## config.mk

```make
export PLATFORM = sky130hd
export DESIGN_NAME = round_robin_process_scheduler_core
export DESIGN_NICKNAME = d
export VERILOG_FILES = /design/src/rtl/rrps_pkg.sv /design/src/rtl/round_robin_process_scheduler_core.sv /design/src/rtl/rrps_slot_table.sv /design/src/rtl/rrps_sequencer.sv
export SDC_FILE = /design/constraint.sdc
export NUM_CORES = 1
export LEC_CHECK = 0
export BUFFER_PORTS_ARGS = -buffer_cell sky130_fd_sc_hd__buf_2
export CAP_MARGIN = 20
export CORE_MARGIN = 5
export CORE_UTILIZATION = 30
export DETAILED_ROUTE_END_ITERATION = 10
export PLACE_DENSITY_LB_ADDON = 0.3
export SYNTH_ARGS = -nofsm -noshare
export SYNTH_HDL_FRONTEND = slang
export SYNTH_SLANG_ARGS = --single-unit
```

## constraint.sdc

```tcl
create_clock -name clk -period 13.5 [get_ports clk]
set_input_delay 1.35 -clock clk [delete_from_list [all_inputs] [get_ports clk]]
set_output_delay 1.35 -clock clk [all_outputs]
set_load 0.1 [all_outputs]
```

## src/rtl/rrps_pkg.sv

```systemverilog
`timescale 1ns / 1ps
// rrps_pkg: shared types and constants for the round-robin process scheduler.
// Used by rrps_slot_table, rrps_sequencer and round_robin_process_scheduler_core.

package rrps_pkg;

    localparam logic [1:0] ACT_TICK  = 2'd0;
    localparam logic [1:0] ACT_SPAWN = 2'd1;
    localparam logic [1:0] ACT_TERM  = 2'd2;
    localparam logic [1:0] ACT_KILL  = 2'd3;

    localparam logic [1:0] STATUS_OK      = 2'd0;
    localparam logic [1:0] STATUS_NO_SLOT = 2'd1;
    localparam logic [1:0] STATUS_BAD_SEG = 2'd2;

    localparam logic [15:0] STACK_RESET   = 16'hff00;
    // slot n lives at segment (n + SEG_BASE_PAGE) * 0x1000
    localparam logic [3:0]  SEG_BASE_PAGE = 4'd2;

    typedef struct packed {
        logic [1:0]  action;
        logic [15:0] running_segment;
        logic [15:0] saved_stack;
        logic        foreground;
        logic [2:0]  target_slot;
    } in_word_t;

    typedef struct packed {
        logic [1:0]  status;
        logic [2:0]  chosen_slot;
        logic [15:0] next_segment;
        logic [15:0] next_stack;
        logic        switched;
    } out_word_t;

    typedef enum logic [2:0] {
        ST_IDLE,
        ST_START,
        ST_SCAN,
        ST_CLEAR,
        ST_DONE
    } state_t;

    typedef enum logic [1:0] {
        SCAN_RUN,
        SCAN_FREE,
        SCAN_WAITER
    } scan_mode_t;

    typedef enum logic [2:0] {
        OP_NONE,
        OP_SAVE,
        OP_SELECT,
        OP_SPAWN,
        OP_DEACT,
        OP_WAKE,
        OP_CLRWAIT
    } tbl_op_t;

    typedef struct packed {
        tbl_op_t op;
        logic    fg;
    } tbl_cmd_t;

endpackage

```

## src/rtl/round_robin_process_scheduler_core.sv

```systemverilog
`timescale 1ns / 1ps
// Round-robin process scheduler core: command word in, one result word out.
// Depends on rrps_pkg, rrps_slot_table and rrps_sequencer.

// One word at a time. After a word is taken the block walks the slot table one
// slot per cycle through a single compare unit. The word passes through START,
// a scan where needed, CLEAR after a terminate's scan, and DONE, which loads the
// result once the output register is free. in_ready returns in the same cycle
// that the result appears in that register, which is freed as soon as out_ready
// takes it. initial_stack is written through cfg_we and cfg_wdata; the user must
// do so only while idle, which the block does not enforce. It resets to 0xff00.

module round_robin_process_scheduler_core #(
    parameter int SLOTS = 8
) (
    input  logic                clk,
    input  logic                rst_n,
    input  logic                in_valid,
    output logic                in_ready,
    input  rrps_pkg::in_word_t  in_data,
    output logic                out_valid,
    input  logic                out_ready,
    output rrps_pkg::out_word_t out_data,
    input  logic                cfg_we,
    input  logic [15:0]         cfg_wdata
);

    localparam int SW = (SLOTS > 1) ? $clog2(SLOTS) : 1;

    logic [15:0]         init_stack_reg;
    logic                out_valid_reg, out_valid_next;
    rrps_pkg::out_word_t out_data_reg;

    logic                out_free;
    logic                load;
    rrps_pkg::out_word_t res;
    rrps_pkg::tbl_cmd_t  cmd;
    logic [SW-1:0]       cmd_idx;
    logic [15:0]         cmd_data;
    logic [SW-1:0]       probe_idx;
    logic                probe_active;
    logic                probe_wait_vld;
    logic [SW-1:0]       probe_wait_idx;
    logic [15:0]         probe_stack;
    logic [SW-1:0]       cur_slot;

    rrps_slot_table #(
        .SLOTS (SLOTS)
    ) u_table (
        .clk            (clk),
        .rst_n          (rst_n),
        .cmd            (cmd),
        .cmd_idx        (cmd_idx),
        .cmd_data       (cmd_data),
        .probe_idx      (probe_idx),
        .probe_active   (probe_active),
        .probe_wait_vld (probe_wait_vld),
        .probe_wait_idx (probe_wait_idx),
        .probe_stack    (probe_stack),
        .cur_slot       (cur_slot)
    );

    rrps_sequencer #(
        .SLOTS (SLOTS)
    ) u_seq (
        .clk            (clk),
        .rst_n          (rst_n),
        .in_valid       (in_valid),
        .in_ready       (in_ready),
        .in_data        (in_data),
        .init_stack     (init_stack_reg),
        .out_free       (out_free),
        .load           (load),
        .res            (res),
        .cmd            (cmd),
        .cmd_idx        (cmd_idx),
        .cmd_data       (cmd_data),
        .probe_idx      (probe_idx),
        .probe_active   (probe_active),
        .probe_wait_vld (probe_wait_vld),
        .probe_wait_idx (probe_wait_idx),
        .probe_stack    (probe_stack),
        .cur_slot       (cur_slot)
    );

    assign out_free = !out_valid_reg || out_ready;

    always_comb
    begin
        if (load)
        begin
            out_valid_next = 1'b1;
        end
        else if (out_ready)
        begin
            out_valid_next = 1'b0;
        end
        else
        begin
            out_valid_next = out_valid_reg;
        end
    end

    always_ff @(posedge clk or negedge rst_n)
    begin
        if (!rst_n)
        begin
            init_stack_reg <= rrps_pkg::STACK_RESET;
            out_valid_reg  <= 1'b0;
        end
        else
        begin
            out_valid_reg <= out_valid_next;
            if (cfg_we)
            begin
                init_stack_reg <= cfg_wdata;
            end
        end
    end

    always_ff @(posedge clk)
    begin
        if (load)
        begin
            out_data_reg <= res;
        end
    end

    assign out_valid = out_valid_reg;
    assign out_data  = out_data_reg;

endmodule

```

## src/rtl/rrps_slot_table.sv

```systemverilog
`timescale 1ns / 1ps
// rrps_slot_table: per-slot active flag, wait link and saved stack, plus current slot.
// One update a cycle from the sequencer; one probe read port. Depends on rrps_pkg.

module rrps_slot_table #(
    parameter int SLOTS = 8,
    localparam int SW = (SLOTS > 1) ? $clog2(SLOTS) : 1
) (
    input  logic               clk,
    input  logic               rst_n,
    input  rrps_pkg::tbl_cmd_t cmd,
    input  logic [SW-1:0]      cmd_idx,
    input  logic [15:0]        cmd_data,
    input  logic [SW-1:0]      probe_idx,
    output logic               probe_active,
    output logic               probe_wait_vld,
    output logic [SW-1:0]      probe_wait_idx,
    output logic [15:0]        probe_stack,
    output logic [SW-1:0]      cur_slot
);

    logic [SLOTS-1:0] active_reg;
    logic [SLOTS-1:0] wvld_reg;
    logic [SW-1:0]    widx_reg [SLOTS];
    logic [15:0]      stack_reg [SLOTS];
    logic [SW-1:0]    cur_reg;

    always_ff @(posedge clk or negedge rst_n)
    begin
        if (!rst_n)
        begin
            active_reg <= '0;
            wvld_reg   <= '0;
            cur_reg    <= '0;
            for (int i = 0; i < SLOTS; i++)
            begin
                stack_reg[i] <= rrps_pkg::STACK_RESET;
            end
        end
        else
        begin
            unique case (cmd.op)
                rrps_pkg::OP_SAVE:
                begin
                    stack_reg[cmd_idx] <= cmd_data;
                    cur_reg            <= cmd_idx;
                end
                rrps_pkg::OP_SELECT:
                begin
                    cur_reg <= cmd_idx;
                end
                rrps_pkg::OP_SPAWN:
                begin
                    stack_reg[cmd_idx]  <= cmd_data;
                    active_reg[cmd_idx] <= 1'b1;
                    if (cmd.fg)
                    begin
                        wvld_reg[cur_reg] <= 1'b1;
                    end
                end
                rrps_pkg::OP_DEACT:
                begin
                    active_reg[cmd_idx] <= 1'b0;
                end
                rrps_pkg::OP_WAKE:
                begin
                    wvld_reg[cmd_idx]   <= 1'b0;
                    active_reg[cmd_idx] <= 1'b1;
                end
                rrps_pkg::OP_CLRWAIT:
                begin
                    wvld_reg[cmd_idx] <= 1'b0;
                end
                default:
                begin
                end
            endcase
        end
    end

    // wait link index is only meaningful while its valid bit is set
    always_ff @(posedge clk)
    begin
        if (cmd.op == rrps_pkg::OP_SPAWN && cmd.fg)
        begin
            widx_reg[cur_reg] <= cmd_idx;
        end
    end

    assign probe_active   = active_reg[probe_idx];
    assign probe_wait_vld = wvld_reg[probe_idx];
    assign probe_wait_idx = widx_reg[probe_idx];
    assign probe_stack    = stack_reg[probe_idx];
    assign cur_slot       = cur_reg;

`ifndef SYNTHESIS
    ap_spawn_active: assert property (@(posedge clk) disable iff (!rst_n)
        cmd.op == rrps_pkg::OP_SPAWN |=> active_reg[$past(cmd_idx)])
        else $error("spawned slot not active");

    ap_wake_runnable: assert property (@(posedge clk) disable iff (!rst_n)
        cmd.op == rrps_pkg::OP_WAKE
        |=> active_reg[$past(cmd_idx)] && !wvld_reg[$past(cmd_idx)])
        else $error("woken slot not runnable");

    ap_deact_idle: assert property (@(posedge clk) disable iff (!rst_n)
        cmd.op == rrps_pkg::OP_DEACT |=> !active_reg[$past(cmd_idx)])
        else $error("deactivated slot still active");
`endif

endmodule

```

## src/rtl/rrps_sequencer.sv

```systemverilog
`timescale 1ns / 1ps
// rrps_sequencer: per-word control; walks the slot table one slot a cycle through a
// single probe compare and issues table updates. Depends on rrps_pkg.

module rrps_sequencer #(
    parameter int SLOTS = 8,
    localparam int SW = (SLOTS > 1) ? $clog2(SLOTS) : 1
) (
    input  logic                clk,
    input  logic                rst_n,
    input  logic                in_valid,
    output logic                in_ready,
    input  rrps_pkg::in_word_t  in_data,
    input  logic [15:0]         init_stack,
    input  logic                out_free,
    output logic                load,
    output rrps_pkg::out_word_t res,
    output rrps_pkg::tbl_cmd_t  cmd,
    output logic [SW-1:0]       cmd_idx,
    output logic [15:0]         cmd_data,
    output logic [SW-1:0]       probe_idx,
    input  logic                probe_active,
    input  logic                probe_wait_vld,
    input  logic [SW-1:0]       probe_wait_idx,
    input  logic [15:0]         probe_stack,
    input  logic [SW-1:0]       cur_slot
);

    localparam logic [SW-1:0] LAST = SW'(SLOTS - 1);

    rrps_pkg::state_t     state_reg, state_next;
    rrps_pkg::scan_mode_t mode_reg, mode_next;
    rrps_pkg::in_word_t   item_reg, item_next;
    rrps_pkg::out_word_t  res_reg, res_next;
    logic [SW-1:0]        cnt_reg, cnt_next;
    logic [SW-1:0]        cand_reg, cand_next;
    logic [SW-1:0]        key_reg, key_next;

    logic [3:0]    seg_page;
    logic [3:0]    page_off;
    logic          seg_ok;
    logic [SW+3:0] page_ext;
    logic [SW-1:0] tick_slot;
    logic [SW-1:0] tick_first;
    logic [SW+2:0] tgt_ext;
    logic          tgt_ok;
    logic [SW-1:0] tgt_slot;
    logic [SW+2:0] cur_ext;
    logic [SW+2:0] cand_ext;
    logic [SW+2:0] key_ext;
    logic [SW+3:0] seg_sum;
    logic [15:0]   cand_seg;
    logic [SW-1:0] cand_wrap;
    logic          last;
    logic          hit;
    logic          is_term;

    // decode of the held word
    assign seg_page   = item_reg.running_segment[15:12];
    assign page_off   = seg_page - rrps_pkg::SEG_BASE_PAGE;
    assign seg_ok     = (seg_page >= rrps_pkg::SEG_BASE_PAGE) && (32'(page_off) < SLOTS);
    assign page_ext   = (SW+4)'(page_off);
    assign tick_slot  = page_ext[SW-1:0];
    assign tick_first = (tick_slot == LAST) ? '0 : tick_slot + SW'(1);
    assign tgt_ext    = (SW+3)'(item_reg.target_slot);
    assign tgt_ok     = 32'(item_reg.target_slot) < SLOTS;
    assign tgt_slot   = tgt_ext[SW-1:0];
    assign is_term    = item_reg.action == rrps_pkg::ACT_TERM;

    assign cur_ext    = (SW+3)'(cur_slot);
    assign cand_ext   = (SW+3)'(cand_reg);
    assign key_ext    = (SW+3)'(key_reg);
    assign seg_sum    = (SW+4)'(cand_reg) + (SW+4)'(rrps_pkg::SEG_BASE_PAGE);
    assign cand_seg   = {seg_sum[3:0], 12'h000};
    assign cand_wrap  = (cand_reg == LAST) ? '0 : cand_reg + SW'(1);
    assign last       = cnt_reg == LAST;
    assign probe_idx  = cand_reg;

    // shared probe compare
    always_comb
    begin
        case (mode_reg)
            rrps_pkg::SCAN_RUN:    hit = probe_active && !probe_wait_vld;
            rrps_pkg::SCAN_FREE:   hit = !probe_active;
            rrps_pkg::SCAN_WAITER: hit = probe_wait_vld && (probe_wait_idx == key_reg);
            default:               hit = 1'b0;
        endcase
    end

    always_comb
    begin
        state_next = state_reg;
        unique case (state_reg)
            rrps_pkg::ST_IDLE:
            begin
                if (in_valid)
                begin
                    state_next = rrps_pkg::ST_START;
                end
            end
            rrps_pkg::ST_START:
            begin
                unique case (item_reg.action)
                    rrps_pkg::ACT_TICK:
                        state_next = seg_ok ? rrps_pkg::ST_SCAN : rrps_pkg::ST_DONE;
                    rrps_pkg::ACT_KILL:
                        state_next = tgt_ok ? rrps_pkg::ST_SCAN : rrps_pkg::ST_DONE;
                    rrps_pkg::ACT_SPAWN, rrps_pkg::ACT_TERM:
                        state_next = rrps_pkg::ST_SCAN;
                endcase
            end
            rrps_pkg::ST_SCAN:
            begin
                if (hit || last)
                begin
                    state_next = (mode_reg == rrps_pkg::SCAN_WAITER && is_term)
                                 ? rrps_pkg::ST_CLEAR : rrps_pkg::ST_DONE;
                end
            end
            rrps_pkg::ST_CLEAR:
            begin
                state_next = rrps_pkg::ST_DONE;
            end
            rrps_pkg::ST_DONE:
            begin
                if (out_free)
                begin
                    state_next = rrps_pkg::ST_IDLE;
                end
            end
            default:
            begin
                state_next = rrps_pkg::ST_IDLE;
            end
        endcase
    end

    always_comb
    begin
        in_ready  = state_reg == rrps_pkg::ST_IDLE;
        load      = 1'b0;
        cmd.op    = rrps_pkg::OP_NONE;
        cmd.fg    = item_reg.foreground;
        cmd_idx   = cand_reg;
        cmd_data  = item_reg.saved_stack;
        item_next = item_reg;
        res_next  = res_reg;
        mode_next = mode_reg;
        cnt_next  = cnt_reg;
        cand_next = cand_reg;
        key_next  = key_reg;
        unique case (state_reg)
            rrps_pkg::ST_IDLE:
            begin
                if (in_valid)
                begin
                    item_next = in_data;
                end
            end
            rrps_pkg::ST_START:
            begin
                cnt_next  = '0;
                cand_next = '0;
                res_next  = '0;
                unique case (item_reg.action)
                    rrps_pkg::ACT_TICK:
                    begin
                        mode_next = rrps_pkg::SCAN_RUN;
                        cand_next = tick_first;
                        key_next  = tick_slot;
                        if (seg_ok)
                        begin
                            cmd.op  = rrps_pkg::OP_SAVE;
                            cmd_idx = tick_slot;
                        end
                        else
                        begin
                            res_next.status       = rrps_pkg::STATUS_BAD_SEG;
                            res_next.next_segment = item_reg.running_segment;
                            res_next.next_stack   = item_reg.saved_stack;
                        end
                    end
                    rrps_pkg::ACT_SPAWN:
                    begin
                        mode_next = rrps_pkg::SCAN_FREE;
                    end
                    rrps_pkg::ACT_TERM:
                    begin
                        mode_next            = rrps_pkg::SCAN_WAITER;
                        key_next             = cur_slot;
                        cmd.op               = rrps_pkg::OP_DEACT;
                        cmd_idx              = cur_slot;
                        res_next.chosen_slot = cur_ext[2:0];
                    end
                    rrps_pkg::ACT_KILL:
                    begin
                        mode_next            = rrps_pkg::SCAN_WAITER;
                        key_next             = tgt_slot;
                        res_next.chosen_slot = item_reg.target_slot;
                        if (tgt_ok)
                        begin
                            cmd.op  = rrps_pkg::OP_DEACT;
                            cmd_idx = tgt_slot;
                        end
                    end
                endcase
            end
            rrps_pkg::ST_SCAN:
            begin
                cnt_next  = cnt_reg + SW'(1);
                cand_next = cand_wrap;
                if (hit)
                begin
                    case (mode_reg)
                        rrps_pkg::SCAN_RUN:
                        begin
                            cmd.op                = rrps_pkg::OP_SELECT;
                            res_next.status       = rrps_pkg::STATUS_OK;
                            res_next.chosen_slot  = cand_ext[2:0];
                            res_next.next_segment = cand_seg;
                            res_next.next_stack   = probe_stack;
                            res_next.switched     = 1'b1;
                        end
                        rrps_pkg::SCAN_FREE:
                        begin
                            cmd.op                = rrps_pkg::OP_SPAWN;
                            cmd_data              = init_stack;
                            res_next.status       = rrps_pkg::STATUS_OK;
                            res_next.chosen_slot  = cand_ext[2:0];
                            res_next.next_segment = cand_seg;
                            res_next.next_stack   = init_stack;
                        end
                        rrps_pkg::SCAN_WAITER:
                        begin
                            cmd.op = rrps_pkg::OP_WAKE;
                        end
                        default:
                        begin
                        end
                    endcase
                end
                else if (last)
                begin
                    case (mode_reg)
                        rrps_pkg::SCAN_RUN:
                        begin
                            // nothing runnable: resume the interrupted slot
                            res_next.chosen_slot  = key_ext[2:0];
                            res_next.next_segment = item_reg.running_segment;
                            res_next.next_stack   = item_reg.saved_stack;
                        end
                        rrps_pkg::SCAN_FREE:
                        begin
                            res_next.status = rrps_pkg::STATUS_NO_SLOT;
                        end
                        default:
                        begin
                        end
                    endcase
                end
            end
            rrps_pkg::ST_CLEAR:
            begin
                cmd.op  = rrps_pkg::OP_CLRWAIT;
                cmd_idx = key_reg;
            end
            rrps_pkg::ST_DONE:
            begin
                load = out_free;
            end
            default:
            begin
            end
        endcase
    end

    assign res = res_reg;

    always_ff @(posedge clk or negedge rst_n)
    begin
        if (!rst_n)
        begin
            state_reg <= rrps_pkg::ST_IDLE;
        end
        else
        begin
            state_reg <= state_next;
        end
    end

    always_ff @(posedge clk)
    begin
        item_reg <= item_next;
        res_reg  <= res_next;
        mode_reg <= mode_next;
        cnt_reg  <= cnt_next;
        cand_reg <= cand_next;
        key_reg  <= key_next;
    end

`ifndef SYNTHESIS
    ap_accept_start: assert property (@(posedge clk) disable iff (!rst_n)
        in_valid && in_ready |=> state_reg == rrps_pkg::ST_START)
        else $error("accepted word did not start");

    ap_load_idle: assert property (@(posedge clk) disable iff (!rst_n)
        load |=> state_reg == rrps_pkg::ST_IDLE && in_ready)
        else $error("not idle after result load");

    ap_select_current: assert property (@(posedge clk) disable iff (!rst_n)
        state_reg == rrps_pkg::ST_SCAN && hit && mode_reg == rrps_pkg::SCAN_RUN
        |=> cur_slot == $past(cand_reg))
        else $error("selected slot not made current");
`endif

endmodule

```

==> results.md, run 1 <==
- Status: finished, final reports clean
- Final Worst Setup Slack: 8.547 ns
- CTS hold repair buffers: 0
- GPL Wtd Cong: 0.8156
- Die width: 225.4 um
- Slowest cell on the critical path: nand2_1
- Pre-CTS WS: between 8 and 9 ns
- Root buffer cell: clkbuf_16
- Peak supply drop: 0.1534 mV
- Post-route insts no fill: ~1600
- Final Max Tran Viols: 0
- Startpoint Class: register
- Post-synth top flop: edfxtp_1
- Endpoints failing hold: 0
- Syn Std Cell Area: between 10000 and 15000 um^2
- H-Tree Depth: 2
- Worst Skew: around 0.028 ns
- Final ANT Viol Nets: 0
- Clk buf depth: 3
- Post-CTS Setup Bufs: 0
- Total gr overflow: 0
- Worst Path Arrival: 5.43 ns
- Clock latency on the worst-skew pair: about 0.54 ns
- Max FFs per register: around 130
- CP Capture Type: register
- Critical Path RT: roughly 14 ns
- Cells after DPL: 1555
- CTS buffer count: 36
- First-pass GRT wire length: 50.69 mm
- Row count: 79
- Final net count: 1060
- Yosys cell types: 55
- Actual slew at the worst max-slew pin: 1.005 ns
- Pin count of the biggest net entering global routing: 107
- Tcrit/Tclk final: 0.3669
- Fillcell total: 4424
- Worst slew margin: 0.3286
- Core Footprint: approximately 46000 um^2
- Drt pass-1 iters: 5
- Yosys warns: 0
- Post-Route WL: 32.89 mm
- Die area: between 50000 and 60000 um^2
- Sequential share of the synthesized area: 0.6326
- CP top delay family: simple AND/OR/NAND/NOR gates
- Synthesized flop and latch total: 319
- CP cell instances: buf_4 -> mux4_2 -> mux2_2 -> nor2_1 -> a22oi_1 -> o31a_1 -> nor2_1 -> nand2_1 -> o22ai_1 -> mux2_2
- Critical path class: reg -> reg
- Max incr delay on CP: 0.84 ns
- Clk sink count: 319
- Drt wl/cell: 20.23 um
- CTS resizes: 0
- Bufs and invs on worst path: 1
- Crit path time final: 4.953 ns
- Setup repair after global routing missed its margin: no
- Share of cells above drive strength 1: 0.4207
- Maximum fanout along the worst path: 17
- Via count: 7866
- Max cap viols: 0
- Setup_tns: 0 ns
- Setup-failing EPs final: 0
- Synth top area share: 0.3215
- Power per cell area: ~230 nW/um^2
- Top Ports: 99
- Die height: about 230 um
- Syn Inst Count: 892
- Hold crit path type: reg -> reg
- Post-synth EDFFs: roughly 150
- Initial antenna violation count: 3
- Leak: 0.006569 uW
- GRT Total Usage: 0.1295
- Final HPWL DP: around 21 mm
- FMAX: 0.2019 GHz
- Worst hold slack: ~0.41 ns
- P&R area growth vs syn: 17.32%
- Clock transition at path regs: approximately 0.06 ns
- Net Count, Synth: 965
- Via density: 4.838
- CTS tree: yes
- Starting DRT DRC Count: 513
- Asr flop ratio synth: 0.5235
- Residual DRC: 0
- Overall power: about 3800 uW
- Vias in the first global route: around 8200
- Post-synth top area cell: edfxtp_1
- Initial core utilization: 0.3008
- IO Port Bufs: 98
- Syn Area/Cell: 15.60 um^2
- Synth top area cells: edfxtp_1 (32%), dfrtp_1 (17%), dfstp_2 (14%)
## Yosys cell counts (all sizes together) (3+ instances only)
master and instances:
mux2 152, edfxtp 149, dfrtp 95, dfstp 72
mux4 39, nand2 39, clkbuf 33, inv 31
nor2 31, mux2i 30, o21ai 23, a21oi 22
a22o 21, buf 20, and2 17, o22ai 17
o22a 16, ha 14, nand3 8, nor4 7
nand2b 6, nand3b 6, a22oi 5, nor3 4
or3 4, xnor2 4, a31oi 3, dfxtp 3
o211ai 3, or2 3
## logic make-up (layout without fill, tap and decap cells)
kind of cell | after synthesis | count (layout) | share of synthesized area
xor gates and xnor gates | 4 | 4 | 0.002517
muxes | 221 | 221 | 0.2077
buffers and inverters | 84 | 207 | 0.02769
other | 0 | 4 | 0
AOI/OAI and AO/OA | 119 | 119 | 0.05997
DFF | 319 | 319 | 0.6326
adders and majority gates | 14 | 14 | 0.01259
and+or+nand+nor | 131 | 131 | 0.05700
## power by group
group          internal [uW]  switching [uW]
logic                    417             718
clock network            633             398
registers               1420             171
## area by class of cell
| type | instances | area (um^2) | share of cell area |
|---|---|---|---|
| clock buffers | 44 | 970.9 | 0.05946 |
| diodes | 4 | 10.01 | 0.0006130 |
| well taps | 607 | 759.5 | 0.04651 |
| multi-input cells | 489 | 4752 | 0.2910 |
| clock inverters | 22 | 296.5 | 0.01816 |
| inverters | 31 | 116.4 | 0.007126 |
| repair buffers | 110 | 619.3 | 0.03793 |
| flip-flops and latches | 319 | 8803 | 0.5392 |
## final timing paths
path	startpoint	end	slack (ns)	cells past startpoint
worst max-delay path	u_seq.probe_idx[2]	u_table.stack_reg[56]	8.55	10
worst min-delay path	u_seq.res[25]	out_data[25]	0.41	0
worst max register to register	u_seq.probe_idx[2]	u_table.stack_reg[56]	8.55	10
worst min register to register	u_seq.res[25]	out_data[25]	0.41	0
max in group asynchronous	rst_n	u_table.stack_reg[116]	11.74	2
min in group asynchronous	rst_n	u_table.stack_reg[38]	0.68	1
## stage by stage
step	utilization	cell area [um^2]
4_1_cts	0.3522	16290
6_report	0.3530	16330
5_1_grt	0.3528	16320
3_3_place_gp	0.3243	15000
3_5_place_dp	0.3248	15020
2_1_floorplan	-	13920
## per-layer routing
metal,track usage,up-vias,wire length [um]
li1,-,3572,-
met1,0.1750,4092,14980
met2,0.2138,152,15770
met3,0.02735,50,1471
met4,0.03339,0,664
met5,0,-,0
## cell usage in the layout (no fill, tap or decap), types with 5 or more instances in the layout
cell type,netlist,layout
edfxtp_1,149,149
mux2_2,119,119
buf_2,5,97
dfrtp_1,95,95
dfstp_2,72,72
nand2_1,39,39
mux4_2,39,39
clkbuf_16,0,36
mux2_1,33,33
inv_1,30,30
mux2i_1,30,30
nor2_1,23,23
a21oi_1,22,22
o21ai_0,23,22
a22o_1,21,21
o22ai_1,17,17
and2_1,17,16
o22a_1,16,16
ha_1,14,14
buf_4,6,10
clkinv_2,0,9
nand3_1,8,8
nand2b_1,6,6
nand3b_1,6,6
nor4_2,6,6
bufinv_16,0,6
a22oi_1,5,5
nor2_4,5,5
## worst register-to-register path: stages (launching register included)
cell      delay [ns]
edfxtp_1        0.82
buf_4           0.42
mux4_2          0.34
mux2_2          0.29
nor2_1          0.10
a22oi_1         0.14
o31a_1          0.20
nor2_1          0.68
nand2_1         0.84
o22ai_1         0.79
mux2_2          0.28
No activity file was read; power rests on OpenSTA's default activity.
==> run 2, diff against run 1 <==
Settings changed: ABC_AREA from default to 1.
Clock period 13.5 ns to 4.8 ns, I/O delays scaled along.
==> run 2 against run 1 <==
  * Sequential share of layout area grew 0.57 points
  * Clock power grew to 2.5 times the previous value
  * Critical endpoint is now u_seq.res[27]
  * Largest cell class unchanged
  * Register-to-register slack lost 7.5 ns
  * Final area shrank 1.0%
==> results.md, run 2 <==
- Initial antenna violation count: 0
- Setup-failing EPs final: 0
- Share of cells above drive strength 1: 0.1854
- Drt wl/cell: ~18 um
- CP cell instances: inv_2 -> nor2_1 -> o21ai_1 -> nand3_1 -> nand2_1 -> o21ai_0 -> inv_2 -> a21oi_4 -> nor2_1 -> buf_4 -> nand2_1 -> nand2_1 -> a21oi_4 -> buf_4
- Clk sink count: 319
- Synth top area share: 0.3205
- Endpoints failing hold: 0
- Clk buf depth: 3
- Final Max Tran Viols: 0
- Syn Area/Cell: approximately 10 um^2
- Post-synth top flop: edfxtp_1
- Worst slew margin: 0.3564
- CTS hold repair buffers: 0
- Actual slew at the worst max-slew pin: between 0.9 and 1 ns
- Worst reg2reg path depth: 14
- Max FFs per register: 128
- Setup_tns: 0 ns
- Yosys cell types: 32
- Starting DRT DRC Count: between 800 and 900
- CP Depth: 14
- Hold crit path type: in -> reg
- Critical path class: reg -> reg
- Top Ports: 99
- Post-synth EDFFs: between 100 and 150
- Drt pass-1 iters: 4
- Synth top area cells: edfxtp_1 (32%), dfrtp_1 (17%), dfstp_2 (14%)
- First-pass GRT wire length: 58.10 mm
- Crit path time final: 3.741 ns
- Worst Skew: between 0.015 and 0.02 ns
- Die width: about 230 um
- Util after Layout: 0.3493
- Slowest cell on the critical path: edfxtp_1
- Syn Inst Count: 1393
- CTS resizes: 0
- Vias in the first global route: 9966
- Via density: between 4 and 5
- Top-count cell post-synth: nand2_1
- Bufs and invs on worst path: 4
- Max incr delay on CP: 0.78 ns
- Maximum fanout along the worst path: 35
- CTS buffer count: 34
- Core Footprint: 46260 um^2
- Asr flop ratio synth: 0.5235
- Max cap viols: 0
- Clock latency on the worst-skew pair: 0.53 ns
- Total gr overflow: 0
- Residual DRC: 0
- Pin count of the biggest net entering global routing: ~110
- Post-Route WL: 36.90 mm
- Final ANT Viol Nets: 0
- Post-synth top area cell: edfxtp_1
- Setup repair after global routing missed its margin: no
- Startpoint Class: register
- Power per cell area: 636.1 nW/um^2
- GPL Wtd Cong: around 0.85
- CP Capture Type: register
- Root buffer cell: clkbuf_16
- Critical Path RT: between 4 and 5 ns
- Sequential share of the synthesized area: 0.6306
- P&R area growth vs syn: 15.75%
- CP top delay family: buffers and inverters
- Final HPWL DP: between 20 and 25 mm
- Top post-synthesis cells by count: nand2_1 (268), edfxtp_1 (149), nor2_1 (145), o21ai_1 (136), o21ai_0 (124)
- Yosys warns: 0
- Initial core utilization: 0.3018
- Overall power: 10280 uW
- Row count: 79
- Worst Path Arrival: 3.89 ns
- Die area: 50950 um^2
- Final net count: 1542
- Most frequent cells in the layout: nand2_1 (268), edfxtp_1 (149), nor2_1 (143), o21ai_1 (136), o21ai_0 (124)
- Ant diodes: 0
- Status: finished, final reports clean
- Net Count, Synth: around 1500
- Die height: 225.7 um
- Post-CTS Setup Bufs: 0
- GRT Total Usage: 0.1429
- Peak supply drop: 0.2988 mV
- Via count: a little over 10000
- Synthesized flop and latch total: ~320
- Leak: around 0.0066 uW
- Commonest non-fill, non-tap cell in the layout: nand2_1
- Clock transition at path regs: 0.06 ns
- IO Port Bufs: 98
- CTS tree: yes
- FMAX: roughly 0.27 GHz
- Tcrit/Tclk final: 0.7793
- H-Tree Depth: 2
- Syn Std Cell Area: 13960 um^2
- Cell mode on critical path: nand2_1
- Min-Delay Path Depth: 1
[run 2: logic make-up after synthesis]
kind of cell | after synthesis | synth area share
and+or+nand+nor | 522 | 0.1523
AOI/OAI and AO/OA | 343 | 0.1481
buffers and inverters | 195 | 0.05647
DFF | 319 | 0.6306
adders and majority gates | 14 | 0.01255
[run 2: final timing paths]
path                                     from                     end  slack, ns
min in group asynchronous               rst_n   u_table.stack_reg[22]       0.33
min                               in_data[11]      u_seq.item_reg[11]       0.13
max reg2reg                u_seq.probe_idx[1]           u_seq.res[27]       1.06
max in group asynchronous               rst_n  u_table.stack_reg[127]       3.28
max                        u_seq.probe_idx[1]           u_seq.res[27]       1.06
min reg2reg                     u_seq.res[28]            out_data[28]       0.42
[run 2: power breakdown]
group | switching [uW] | leakage (uW) | internal [uW] | total (uW)
clock network | 1060 | 0.000533 | 1540 | 2600
registers | 416 | 0.00346 | 3940 | 4350
logic | 2440 | 0.00264 | 880 | 3320
[run 2: layout make-up]
| class | count | area [um^2] |
|---|---|---|
| Fill cell | 4739 | 30100 |
| Sequential cell | 319 | 8803 |
| Multi-Input combinational cell | 879 | 4399 |
| Clock buffer | 47 | 942.2 |
| Tap cell | 607 | 759.5 |
| Timing Repair Buffer | 115 | 659.4 |
| Inverter | 120 | 450.4 |
| Clock inverter | 14 | 143.9 |
[run 2: per-stage QoR]
step	cells	cell area [um^2]	hold slack [ns]	setup WS (ns)
global placement	2037	15010	0.4022	1.246
detailed placement	2037	15010	0.4045	1.128
CTS	2098	16100	0.1098	1.111
floorplan	1393	13960	0.1844	0.8273
global route	2101	16160	0.1137	0.7227
finish	2101	16160	0.1331	1.059
[run 2: metal layers]
| layer | wire [um] | up-vias | global-route usage |
|---|---|---|---|
| met2 | 16960 | 280 | 0.2233 |
| li1 | - | 4913 | - |
| met4 | 545 | 0 | 0.02929 |
| met5 | 0 | - | 0 |
| met3 | 1834 | 48 | 0.02275 |
| met1 | 17560 | 4987 | 0.2115 |
==> run 3, diff against run 2 <==
Clock period 4.8 ns to 3.75 ns, I/O delays scaled along.
==> run 3 against run 2 <==
  * Hold slack got worse by 0.12 ns
  * Flip-flop and latch count did not move
  * Combinational power rose by 31%
  * Critical path depth rose by 1
  * Largest power group unchanged
  * Non-clock buffer count rose by 61
  * Routed wire length rose by 1.4%
  * Sequential share of layout area fell by 2.1 points
  * Count of clock-buffer cells in the layout fell by 10
  * Global-route usage rose by 0.17 points
  * Largest cell class unchanged
  * Worst setup slack got worse by 0.70 ns
  * Register-to-register slack got worse by 0.70 ns
==> results.md, run 3 (synthesized netlist as in run 2, its figures left out) <==
- Status: finished, final reports clean
- Endpoints failing hold: 0
- CP cell instances: inv_2 -> nand2_1 -> nand3_1 -> nand3_1 -> nand2_1 -> nand2_1 -> nand2_1 -> nor2_1 -> nand2_1 -> a21oi_4 -> nor2_1 -> buf_4 -> nor2_1 -> buf_4 -> nor2_1
- Most frequent cells in the layout: nand2_1 (268), edfxtp_1 (149), nor2_1 (144), o21ai_1 (136), o21ai_0 (124)
- Drt pass-1 iters: 5
- Slowest cell on the critical path: nor2_1
- Max incr delay on CP: 0.62 ns
- Via count: 10451
- Final net count: 1600
- Commonest non-fill, non-tap cell in the layout: nand2_1
- Actual slew at the worst max-slew pin: approximately 0.95 ns
- Leak: 0.006923 uW
- CTS tree: yes
- Bufs and invs on worst path: 3
- Ant diodes: 0
- Pin count of the biggest net entering global routing: 103
- Root buffer cell: clkbuf_16
- Peak supply drop: 0.4329 mV
- Clock latency on the worst-skew pair: 0.59 ns
- IO Port Bufs: 98
- Clk sink count: 319
- Die width: 225.7 um
- GRT Total Usage: 0.1446
- Critical Path RT: approximately 4.1 ns
- Initial core utilization: 0.3018
- Residual DRC: 0
- CTS buffer count: 31
- Final ANT Viol Nets: 0
- Post-route insts no fill: between 2000 and 2500
- Share of cells above drive strength 1: 0.1927
- Hold crit path type: in -> reg
- First-pass GRT wire length: 58.89 mm
- Setup-failing EPs final: 0
- Post-CTS Setup Bufs: 0
- Startpoint Class: register
- Cell mode on critical path: nand2_1
- Worst slew margin: 0.3696
- Worst Path Arrival: 3.74 ns
- Critical path class: reg -> reg
- Row count: slightly below 80
- Initial antenna violation count: 0
- Die height: roughly 230 um
- Clk buf depth: 3
- CP Capture Type: register
- Maximum fanout along the worst path: 19
- P&R area growth vs syn: 20.42%
- Worst Skew: 0.01457 ns
- Setup_tns: 0 ns
- FMAX: 0.2946 GHz
- Post-Route WL: 37.42 mm
- Starting DRT DRC Count: 814
- H-Tree Depth: 1
- Cells after DPL: 2052
- Setup repair after global routing missed its margin: no
- Max cap viols: 0
- CP top delay family: simple AND/OR/NAND/NOR gates
- Final Max Tran Viols: 0
- GPL Wtd Cong: 0.8928
- Die area: approximately 51000 um^2
- Core Footprint: 46260 um^2
- Crit path time final: 3.394 ns
- Total gr overflow: 0
- Tcrit/Tclk final: 0.9052
- Power per cell area: 797.5 nW/um^2
- Clock transition at path regs: 0.07 ns
- Vias in the first global route: 10324
- Drt wl/cell: 17.33 um
- CTS resizes: 0
- Via density: about 4.8
- Max FFs per register: 128
- Top Ports: 99
- CTS hold repair buffers: 48
- Final HPWL DP: 23.41 mm
run 3: worst reg2reg max path: stages (launching register included):
cell and delay (ns):
dfxtp_1 0.60, inv_2 0.21, nand2_1 0.09, nand3_1 0.08
nand3_1 0.17, nand2_1 0.07, nand2_1 0.05, nand2_1 0.05
nor2_1 0.09, nand2_1 0.11, a21oi_4 0.28, nor2_1 0.11
buf_4 0.25, nor2_1 0.62, buf_4 0.29, nor2_1 0.06
run 3: power by group:
group / switching [uW] / leakage, uW / internal (uW)
logic: 3170 / 0.00290 / 1200
registers: 488 / 0.00346 / 5030
clock network: 1380 / 0.000566 / 2150
total: 5030 / 0.00692 / 8370
run 3: cell type report:
type,count,area [um^2]
clock inverter,21,320.3
fill,4593,29450
clock buffer,37,839.6
timing repair buffer,176,1240
inverter,120,450.4
multi-input combinational,879,4397
tap,607,759.5
sequential,319,8803
run 3: routing by layer:
| metal | vias to the layer above | routed length (um) | track usage |
|---|---|---|---|
| met4 | 0 | 771 | 0.03436 |
| met1 | 5048 | 17180 | 0.2075 |
| met2 | 314 | 17200 | 0.2298 |
| met3 | 65 | 2261 | 0.02470 |
| met5 | - | 0 | 0 |
| li1 | 5024 | - | - |
run 3: through the flow:
stage	util	cell area (um^2)	hold WS, ns	power [uW]	setup WS, ns
4_1_cts	0.3630	16790	0.001179	13490	0.3478
6_report	0.3634	16810	0.01667	13410	0.3555
3_5_place_dp	0.3275	15150	0.4045	9892	0.3586
3_3_place_gp	0.3275	15150	0.4014	9818	0.3882
5_1_grt	0.3634	16810	0.02121	14230	0.02738
2_1_floorplan	-	13960	0.07941	8535	0.06596
run 3: path summary, 6_finish.rpt:
kind | cells after the start | slack [ns] | end | start
worst max-delay path | 15 | 0.36 | u_seq.res[27] | register
worst min-delay path | 3 | 0.02 | init_stack_reg[15] | cfg_wdata[15]
worst max register to register | 15 | 0.36 | u_seq.res[27] | register
worst min register to register | 0 | 0.41 | out_data[11] | u_seq.res[11]
max in group asynchronous | 3 | 2.21 | u_table.stack_reg[13] | rst_n
min in group asynchronous | 2 | 0.51 | u_table.stack_reg[118] | rst_n
